## config.mk

```make
export PLATFORM = sky130hd
export DESIGN_NAME = work_break_countdown_controller
export DESIGN_NICKNAME = d
export VERILOG_FILES = /design/src/rtl/wbcc_pkg.sv /design/src/rtl/wbcc_step.sv /design/src/rtl/work_break_countdown_controller.sv
export SDC_FILE = /design/constraint.sdc
export NUM_CORES = 1
export LEC_CHECK = 0
export BUFFER_PORTS_ARGS = -buffer_cell sky130_fd_sc_hd__buf_2
export CORE_MARGIN = 2
export CORE_UTILIZATION = 35
export DETAILED_ROUTE_END_ITERATION = 8
export GPL_TIMING_DRIVEN = 0
export PLACE_DENSITY_LB_ADDON = 0.3
export SLEW_MARGIN = 20
export SYNTH_ARGS = -nofsm -noshare
export SYNTH_HDL_FRONTEND = slang
export SYNTH_SLANG_ARGS = --single-unit
```

## constraint.sdc

```tcl
create_clock -name clk -period 14.9 [get_ports clk]
set_clock_uncertainty 0.2 [all_clocks]
set_input_delay 2.235 -clock clk [delete_from_list [all_inputs] [get_ports clk]]
set_output_delay 2.235 -clock clk [all_outputs]
set_load 0.1 [all_outputs]
```

## src/rtl/wbcc_pkg.sv

```systemverilog
// ----------------------------------------------------------------------------
// Work/break countdown controller package
// Shared types and codes for the controller state, events and results.
// ----------------------------------------------------------------------------
package wbcc_pkg;

  localparam int MinW   = 6;
  localparam int SecW   = 6;
  localparam int VolW   = 3;
  localparam int GainW  = 8;
  localparam int BeepW  = 2;
  localparam int KeyW   = 4;
  localparam int StepW  = 4;
  localparam int CfgIdxW = 1;
  localparam int CfgDataW = 6;

  localparam logic [MinW-1:0]     LIMIT_RESET = 6'd60;
  localparam logic [StepW-1:0]    STEP_RESET  = 4'd5;
  localparam logic [SecW-1:0]     SEC_RELOAD  = 6'd59;
  localparam logic [VolW-1:0]     VOL_RESET   = 3'd1;

  localparam logic [CfgIdxW-1:0]  CFG_SETTING_LIMIT = 1'd0;
  localparam logic [CfgIdxW-1:0]  CFG_COARSE_STEP   = 1'd1;

  localparam logic [KeyW-1:0] KEY_ABORT    = 4'd0;
  localparam logic [KeyW-1:0] KEY_UP_CRS   = 4'd1;
  localparam logic [KeyW-1:0] KEY_DN_CRS   = 4'd2;
  localparam logic [KeyW-1:0] KEY_UP_FINE  = 4'd3;
  localparam logic [KeyW-1:0] KEY_DN_FINE  = 4'd4;
  localparam logic [KeyW-1:0] KEY_CONFIRM  = 4'd5;
  localparam logic [KeyW-1:0] KEY_POMODORO = 4'd6;
  localparam logic [KeyW-1:0] KEY_TIMER    = 4'd7;
  localparam logic [KeyW-1:0] KEY_CONTINUE = 4'd8;

  localparam logic [BeepW-1:0] BEEP_NONE = 2'd0;
  localparam logic [BeepW-1:0] BEEP_FOUR = 2'd1;
  localparam logic [BeepW-1:0] BEEP_TWO  = 2'd2;
  localparam logic [BeepW-1:0] BEEP_ONE  = 2'd3;

  typedef enum logic [3:0] {
    MODE_SELECT       = 4'd0,
    MODE_SET_WORK     = 4'd1,
    MODE_SET_TIMER    = 4'd2,
    MODE_TIMER_RUN    = 4'd3,
    MODE_WORK_RUN     = 4'd4,
    MODE_SET_BREAK    = 4'd5,
    MODE_BREAK_RUN    = 4'd6,
    MODE_SESSION_DONE = 4'd7,
    MODE_TIMER_DONE   = 4'd8
  } mode_t;

  typedef struct packed {
    mode_t            mode;
    logic [MinW-1:0]  timer_min;
    logic [MinW-1:0]  work_min;
    logic [MinW-1:0]  break_min;
    logic [MinW-1:0]  saved_work;
    logic [MinW-1:0]  saved_break;
    logic [SecW-1:0]  seconds;
    logic [VolW-1:0]  volume;
  } state_t;

  typedef struct packed {
    logic [3:0]       mode;
    logic [MinW-1:0]  minutes;
    logic [SecW-1:0]  seconds;
    logic [VolW-1:0]  volume;
    logic [GainW-1:0] gain;
    logic [BeepW-1:0] beep;
  } result_t;

endpackage

```

## src/rtl/wbcc_step.sv

```systemverilog
// ----------------------------------------------------------------------------
// Controller next-state logic
// Computes the next controller state and the result for one event.
// ----------------------------------------------------------------------------
module wbcc_step (
  input  wbcc_pkg::state_t                 st,
  input  logic                             is_key,
  input  logic [wbcc_pkg::KeyW-1:0]        key,
  input  logic [wbcc_pkg::MinW-1:0]        limit,
  input  logic [wbcc_pkg::StepW-1:0]       cstep,
  output wbcc_pkg::state_t                 nxt,
  output wbcc_pkg::result_t                res
);
  import wbcc_pkg::*;

  function automatic logic [MinW-1:0] wrap_up(input logic [MinW:0] v,
                                              input logic [MinW-1:0] lim);
    logic [MinW-1:0] r;
    r = (v > {1'b0, lim}) ? '0 : v[MinW-1:0];
    return r;
  endfunction

  function automatic logic [VolW-1:0] norm_vol(input logic [VolW-1:0] v);
    logic [VolW-1:0] r;
    r = (v < 3'd1 || v > 3'd5) ? VOL_RESET : v;
    return r;
  endfunction

  always_comb begin
    logic [MinW-1:0] sel;
    logic [MinW-1:0] v0;
    logic [MinW-1:0] v;
    logic            entered;
    logic [MinW-1:0] run_min;
    logic [MinW-1:0] run_min_next;
    logic [SecW-1:0] sec_next;
    logic            expired;
    logic            do_clear;
    logic [VolW-1:0] vol;
    logic [BeepW-1:0] beep;

    nxt      = st;
    beep     = BEEP_NONE;
    do_clear = 1'b0;

    if (st.mode == MODE_SET_WORK) begin
      sel = st.work_min;
    end else if (st.mode == MODE_SET_BREAK) begin
      sel = st.break_min;
    end else begin
      sel = st.timer_min;
    end
    v0      = wrap_up({1'b0, sel}, limit);
    v       = v0;
    entered = 1'b0;
    if (is_key) begin
      if (key == KEY_UP_CRS) begin
        v = wrap_up({1'b0, v0} + {3'b000, cstep}, limit);
      end else if (key == KEY_DN_CRS) begin
        v = (v0 < {2'b00, cstep}) ? '0 : v0 - {2'b00, cstep};
      end else if (key == KEY_UP_FINE) begin
        v = wrap_up({1'b0, v0} + 7'd1, limit);
      end else if (key == KEY_DN_FINE) begin
        v = (v0 == '0) ? '0 : v0 - 6'd1;
      end else if (key == KEY_CONFIRM) begin
        v       = (v0 == '0) ? '0 : v0 - 6'd1;
        entered = 1'b1;
      end
    end

    if (st.mode == MODE_WORK_RUN) begin
      run_min = st.work_min;
    end else if (st.mode == MODE_BREAK_RUN) begin
      run_min = st.break_min;
    end else begin
      run_min = st.timer_min;
    end
    expired      = 1'b0;
    run_min_next = run_min;
    sec_next     = st.seconds;
    if (st.seconds != '0) begin
      sec_next = st.seconds - 6'd1;
    end else if (run_min != '0) begin
      sec_next     = SEC_RELOAD;
      run_min_next = run_min - 6'd1;
    end else begin
      expired = 1'b1;
    end

    vol = norm_vol(st.volume);

    unique case (st.mode)
      MODE_SELECT: begin
        nxt.volume = vol;
        if (is_key) begin
          if (key == KEY_POMODORO) begin
            nxt.mode = MODE_SET_WORK;
            beep     = BEEP_ONE;
          end else if (key == KEY_TIMER) begin
            nxt.mode = MODE_SET_TIMER;
            beep     = BEEP_ONE;
          end else if (key == KEY_UP_FINE) begin
            nxt.volume = norm_vol(vol + 3'd1);
            beep       = BEEP_ONE;
          end else if (key == KEY_DN_FINE) begin
            nxt.volume = norm_vol(vol - 3'd1);
            beep       = BEEP_ONE;
          end
        end
      end
      MODE_SET_WORK: begin
        nxt.work_min = v;
        if (is_key && key == KEY_ABORT) begin
          nxt.mode = MODE_SELECT;
        end else if (entered) begin
          nxt.saved_work = v;
          nxt.mode       = MODE_SET_BREAK;
        end
      end
      MODE_SET_BREAK: begin
        nxt.break_min = v;
        if (is_key && key == KEY_ABORT) begin
          nxt.mode = MODE_SELECT;
        end else if (entered) begin
          nxt.saved_break = v;
          nxt.mode        = MODE_WORK_RUN;
        end
      end
      MODE_SET_TIMER: begin
        nxt.timer_min = v;
        if (is_key && key == KEY_ABORT) begin
          nxt.mode = MODE_SELECT;
        end else if (entered) begin
          nxt.mode = MODE_TIMER_RUN;
        end
      end
      MODE_TIMER_RUN: begin
        if (is_key) begin
          do_clear = (key == KEY_ABORT);
        end else begin
          nxt.timer_min = run_min_next;
          nxt.seconds   = sec_next;
          if (expired) begin
            nxt.seconds = '0;
            nxt.mode    = MODE_TIMER_DONE;
          end
        end
      end
      MODE_WORK_RUN: begin
        if (is_key) begin
          do_clear = (key == KEY_ABORT);
        end else begin
          nxt.work_min = run_min_next;
          nxt.seconds  = sec_next;
          if (expired) begin
            nxt.seconds = SEC_RELOAD;
            nxt.mode    = MODE_BREAK_RUN;
            beep        = BEEP_TWO;
          end
        end
      end
      MODE_BREAK_RUN: begin
        if (is_key) begin
          do_clear = (key == KEY_ABORT);
        end else begin
          nxt.break_min = run_min_next;
          nxt.seconds   = sec_next;
          if (expired) begin
            nxt.seconds = SEC_RELOAD;
            nxt.mode    = MODE_SESSION_DONE;
          end
        end
      end
      MODE_SESSION_DONE: begin
        beep = BEEP_FOUR;
        if (is_key) begin
          if (key == KEY_ABORT) begin
            do_clear = 1'b1;
          end else if (key == KEY_CONTINUE) begin
            nxt.work_min  = st.saved_work;
            nxt.break_min = st.saved_break;
            nxt.mode      = MODE_WORK_RUN;
          end
        end
      end
      MODE_TIMER_DONE: begin
        beep     = BEEP_FOUR;
        do_clear = is_key && (key == KEY_ABORT);
      end
      default: begin
      end
    endcase

    if (do_clear) begin
      nxt.mode      = MODE_SELECT;
      nxt.timer_min = '0;
      nxt.work_min  = '0;
      nxt.break_min = '0;
      nxt.seconds   = SEC_RELOAD;
    end

    res.mode = nxt.mode;
    unique case (nxt.mode)
      MODE_SET_WORK, MODE_WORK_RUN:                    res.minutes = nxt.work_min;
      MODE_SET_BREAK, MODE_BREAK_RUN:                  res.minutes = nxt.break_min;
      MODE_SET_TIMER, MODE_TIMER_RUN, MODE_TIMER_DONE: res.minutes = nxt.timer_min;
      default:                                         res.minutes = '0;
    endcase
    res.seconds = (nxt.mode == MODE_TIMER_DONE) ? '0 : nxt.seconds;
    res.volume  = nxt.volume;
    unique case (nxt.volume)
      3'd2:    res.gain = 8'd50;
      3'd3:    res.gain = 8'd100;
      3'd4:    res.gain = 8'd150;
      3'd5:    res.gain = 8'd250;
      default: res.gain = 8'd0;
    endcase
    res.beep = beep;
  end

endmodule

```

## src/rtl/work_break_countdown_controller.sv

```systemverilog
// ----------------------------------------------------------------------------
// Work/break countdown controller
// Pomodoro and plain timer control: event register, next-state logic and
// result register.
// ----------------------------------------------------------------------------
// The block takes one event transaction (a one-second tick or a key press)
// per clock cycle when the receiver does not stall it and returns exactly
// one result transaction for each, in order. An event is captured in the
// input register, the whole next-state and result computation is done in
// one pass of logic, and the result is held in the output register; the
// sustained rate is one event per cycle, set by that single registered pass.
// The input side accepts a new event while a finished result still waits.
// Configuration writes are taken at any time and should be made while no
// event is in flight.
module work_break_countdown_controller (
  input  logic                              clk,
  input  logic                              rst,
  input  logic                              in_valid,
  output logic                              in_stall,
  input  logic                              func,
  input  logic [wbcc_pkg::KeyW-1:0]         key_code,
  output logic                              out_valid,
  input  logic                              out_stall,
  output logic [3:0]                        mode,
  output logic [wbcc_pkg::MinW-1:0]         minutes_shown,
  output logic [wbcc_pkg::SecW-1:0]         seconds_shown,
  output logic [wbcc_pkg::VolW-1:0]         volume_level,
  output logic [wbcc_pkg::GainW-1:0]        speaker_volume,
  output logic [wbcc_pkg::BeepW-1:0]        beep_pattern,
  input  logic                              cfg_write,
  input  logic [wbcc_pkg::CfgIdxW-1:0]      cfg_index,
  input  logic [wbcc_pkg::CfgDataW-1:0]     cfg_data
);
  import wbcc_pkg::*;

  logic              s1_valid;
  logic              s1_func;
  logic [KeyW-1:0]   s1_key;
  logic              in_accept;
  logic              advance;
  logic [MinW-1:0]   setting_limit;
  logic [StepW-1:0]  coarse_step;
  state_t            st;
  state_t            st_next;
  result_t           res_next;
  result_t           res;

  assign advance   = s1_valid && (!out_valid || !out_stall);
  assign in_stall  = s1_valid && !advance;
  assign in_accept = in_valid && !in_stall;

  always_ff @(posedge clk) begin
    if (rst) begin
      s1_valid <= 1'b0;
    end else if (in_accept) begin
      s1_valid <= 1'b1;
    end else if (advance) begin
      s1_valid <= 1'b0;
    end
  end

  always_ff @(posedge clk) begin
    if (in_accept) begin
      s1_func <= func;
      s1_key  <= key_code;
    end
  end

  always_ff @(posedge clk) begin
    if (rst) begin
      setting_limit <= LIMIT_RESET;
      coarse_step   <= STEP_RESET;
    end else if (cfg_write) begin
      if (cfg_index == CFG_SETTING_LIMIT) begin
        setting_limit <= cfg_data;
      end else if (cfg_index == CFG_COARSE_STEP) begin
        coarse_step <= cfg_data[StepW-1:0];
      end
    end
  end

  wbcc_step u_step (
    .st     (st),
    .is_key (s1_func),
    .key    (s1_key),
    .limit  (setting_limit),
    .cstep  (coarse_step),
    .nxt    (st_next),
    .res    (res_next)
  );

  always_ff @(posedge clk) begin
    if (rst) begin
      st.mode        <= MODE_SELECT;
      st.timer_min   <= '0;
      st.work_min    <= '0;
      st.break_min   <= '0;
      st.saved_work  <= '0;
      st.saved_break <= '0;
      st.seconds     <= SEC_RELOAD;
      st.volume      <= VOL_RESET;
    end else if (advance) begin
      st <= st_next;
    end
  end

  always_ff @(posedge clk) begin
    if (rst) begin
      out_valid <= 1'b0;
    end else if (advance) begin
      out_valid <= 1'b1;
    end else if (!out_stall) begin
      out_valid <= 1'b0;
    end
  end

  always_ff @(posedge clk) begin
    if (advance) begin
      res <= res_next;
    end
  end

  assign mode           = res.mode;
  assign minutes_shown  = res.minutes;
  assign seconds_shown  = res.seconds;
  assign volume_level   = res.volume;
  assign speaker_volume = res.gain;
  assign beep_pattern   = res.beep;

  a_volume_range: assert property (@(posedge clk) disable iff (rst)
    st.volume >= 3'd1 && st.volume <= 3'd5)
    else $error("Volume level left its range.");

  a_seconds_range: assert property (@(posedge clk) disable iff (rst)
    st.seconds <= SEC_RELOAD)
    else $error("Seconds counter exceeded its reload value.");

  a_no_overwrite: assert property (@(posedge clk) disable iff (rst)
    s1_valid && out_valid && out_stall |-> in_stall)
    else $error("Input accepted while the pending transaction could not move.");

  a_result_source: assert property (@(posedge clk) disable iff (rst)
    $rose(out_valid) |-> $past(s1_valid))
    else $error("Result appeared without a captured transaction.");

endmodule

```

==> impl_metrics.json <==
{
  "syn_area_sq_um": 6930,
  "antenna_found_initial": 0,
  "reg2reg_to": "minutes_shown[3]",
  "grtUsageTotal_pct": 23.2,
  "reg2reg_from": "st[40]",
  "ys_ff_latch": 87,
  "rows": 51,
  "clk_pin_slew_ns": 0.07,
  "muxShareOfSynthArea_pct": 8.07,
  "slowest_stage": "clkbuf_1",
  "grt_max_degree": 22,
  "hold_violations": 0,
  "numCtsBuffers": 9,
  "portBuffers": 45,
  "slew_headroom_pct": 25.6,
  "grt_pass1_wl_mm": 36.8,
  "ctsHoldBuffers": 0,
  "slew_violations": 0,
  "clockBufferDepth": 2,
  "cts_resized": 0,
  "place.gp.congestion": 0.976,
  "fin_nets": 971,
  "core_area_sq_um": 19500,
  "power_per_cell_area_nw_per_um2": 77.2,
  "clk_latency_ns": 0.35,
  "yosysTopAreaCellShare_pct": 15.9,
  "synth-seq-area-share_pct": 29.8,
  "dieArea_sq_um": 20900,
  "synthXorXnorAreaFrac_pct": 1.90,
  "synth-simple-area-share_pct": 22.6,
  "h-tree-depth": 3,
  "maxCapViolations": 0,
  "synth_cell_types": 89,
  "root_buffer": "clkbuf_16",
  "clock-sinks": 87,
  "hold_path.startpoint": "setting_limit[1]",
  "reg2regPathDepth": 31,
  "syn-num-nets": 914,
  "fp.dieW_um": 145,
  "end_kind": "flip-flop",
  "via_count": 6978,
  "area_growth_pct": 13.4,
  "cp_data_required_time_ns": 14.78,
  "path_class": "reg -> reg",
  "cts_tree": "built",
  "placed_area_sq_um": 7520,
  "p_leak_uw": 0.00303,
  "synth_compound_area_share_pct": 25.6,
  "final_core_util_pct": 40.4,
  "antenna_cells": 0,
  "synthAdderAreaFrac_pct": 7.04,
  "firstDrtPassIters": 8,
  "hold_depth": 2,
  "tightest_slew_ns": 1.11,
  "drtIter0Drc": 751,
  "period_needed_ns": 8.03,
  "fp.dieH_um": 145,
  "tns_ns": 0,
  "avgViaCountPerCell": 5.88,
  "synthFlopType": "dfxtp_1",
  "final_area_sq_um": 7860,
  "io_pins": 48,
  "critical_path.max_stage_delay_ns": 0.50,
  "holdPathEnd": "setting_limit[1]",
  "regToRegSetupSlack_ns": 6.87,
  "mostFrequentLayoutCells": "nor2_1, nand2_1, a21oi_1",
  "initial_core_util_pct": 35.6,
  "outcome": "completed",
  "cp_max_fo": 10,
  "synth-async-reset-ratio_pct": 0,
  "drt-total-wl_mm": 23.8,
  "drc": 0,
  "grt.overflow.total": 0,
  "drtAntennaViolNets": 0,
  "ys_warn_count": 0,
  "synth_top_family_by_area": "compound AO/OA/AOI/OAI gates",
  "layout-drive-gt1-share_pct": 12.6,
  "period_share_pct": 53.9,
  "grt_setup_unrepaired": "no",
  "final_common_cell": "nor2_1",
  "routedWlPerCell_um": 20.0,
  "synth_area_per_cell_sq_um": 8.06,
  "critPathLaunchType": "flip-flop",
  "setup_viol": 0,
  "fmax_mhz": 125,
  "dp_hpwl_mm": 17.7,
  "post_cts_buffers": 0,
  "yosys-top-cells-area": "dfxtp_1, edfxtp_1, ha_1, a21oi_1, mux2i_1",
  "cp.arrival_ns": 7.91,
  "yosys.area.top_type": "dfxtp_1",
  "hp-class": "reg -> reg",
  "syn_inst": 860,
  "ir_drop_mv": 0.0520,
  "grt_pass1_vias": 6495,
  "synth-edff-count": 32
}
cell families after synthesis:
family	after synthesis
DFF	87
AOI/OAI and AO/OA	262
muxes	52
other	1
xor gates and xnor gates	15
and+or+nand+nor	324
adders and majority gates	38
buffers and inverters	81
stage by stage:
step                hold WS (ns)  power, uW  instances  setup slack [ns]
floorplan                  0.236        330        860              8.52
global placement           0.248        354       1170              7.08
detailed placement         0.265        355       1171              7.05
CTS                        0.274        613       1187              7.03
global route               0.303        630       1187              6.34
finish                     0.269        607       1187              6.87
power breakdown:
part	internal, uW	switching (uW)	leakage [uW]
combinational	22.1	68.0	0.00213
sequential	254	6.71	0.000743
clock	149	106	0.000161
total	426	181	0.00303
worst max-delay path, delay by kind of cell (launching register included):
kind | cells | cell delay, ns
AOI/OAI and AO/OA | 10 | 2.10
adders and majority gates | 3 | 1.01
buffers and inverters | 7 | 1.84
DFF | 1 | 0.31
muxes | 1 | 0.48
and+or+nand+nor | 10 | 1.80
Yosys cell counts (all sizes together) (5+ instances only):
master	count
o211ai	19
o21ai	52
o21a	6
mux2	15
nand2	92
nor2	93
mux2i	37
clkbuf	26
o221ai	10
a211oi	14
a21o	9
nor3	29
a31oi	9
ha	35
nor2b	8
a22oi	7
a21oi	78
edfxtp	32
xnor2	11
o22ai	5
or3	8
nand4	8
nand3	28
nor3b	5
buf	17
nand2b	15
o31ai	8
inv	37
dfxtp	55
nor4	5
and2	10
routing by layer:
layer	vias up	GRT usage (%)	routed length, um
li1	3308	-	-
met1	3285	32.8	10500
met2	325	35.8	10400
met5	-	0	0
met3	60	3.49	2090
met4	0	8.69	749
state kept, by name (all words and copies together), names as in the netlist:
signal	flops
setting_limit	6
coarse_step	4
beep_pattern	2
mode	4
s1_key	4
out_valid	1
s1_valid	1
st	43
seconds_shown	6
s1_func	1
volume_level	3
speaker_volume	6
minutes_shown	6
area by class of cell:
cell class	instances	area, sq um
repair buffers	46	253
inverters	38	143
clock inverters	7	106
plain buffers	43	204
flip-flops and latches	87	2060
fillers	2020	11600
multi-input cells	692	4530
clock buffers	9	225
well taps	265	332
worst max-delay path by stage:
stage                       end  slack (ns)  depth (start not counted)   start
2_1_floorplan  minutes_shown[5]        8.52                         31  st[42]
3_3_place_gp   minutes_shown[5]        7.08                         31  st[42]
3_5_place_dp   minutes_shown[5]        7.05                         31  st[40]
4_1_cts        minutes_shown[5]        7.03                         31  st[40]
5_1_grt        minutes_shown[5]        6.34                         31  st[40]
6_report       minutes_shown[3]        6.87                         31  st[40]
No activity file was read; power rests on OpenSTA's default activity.
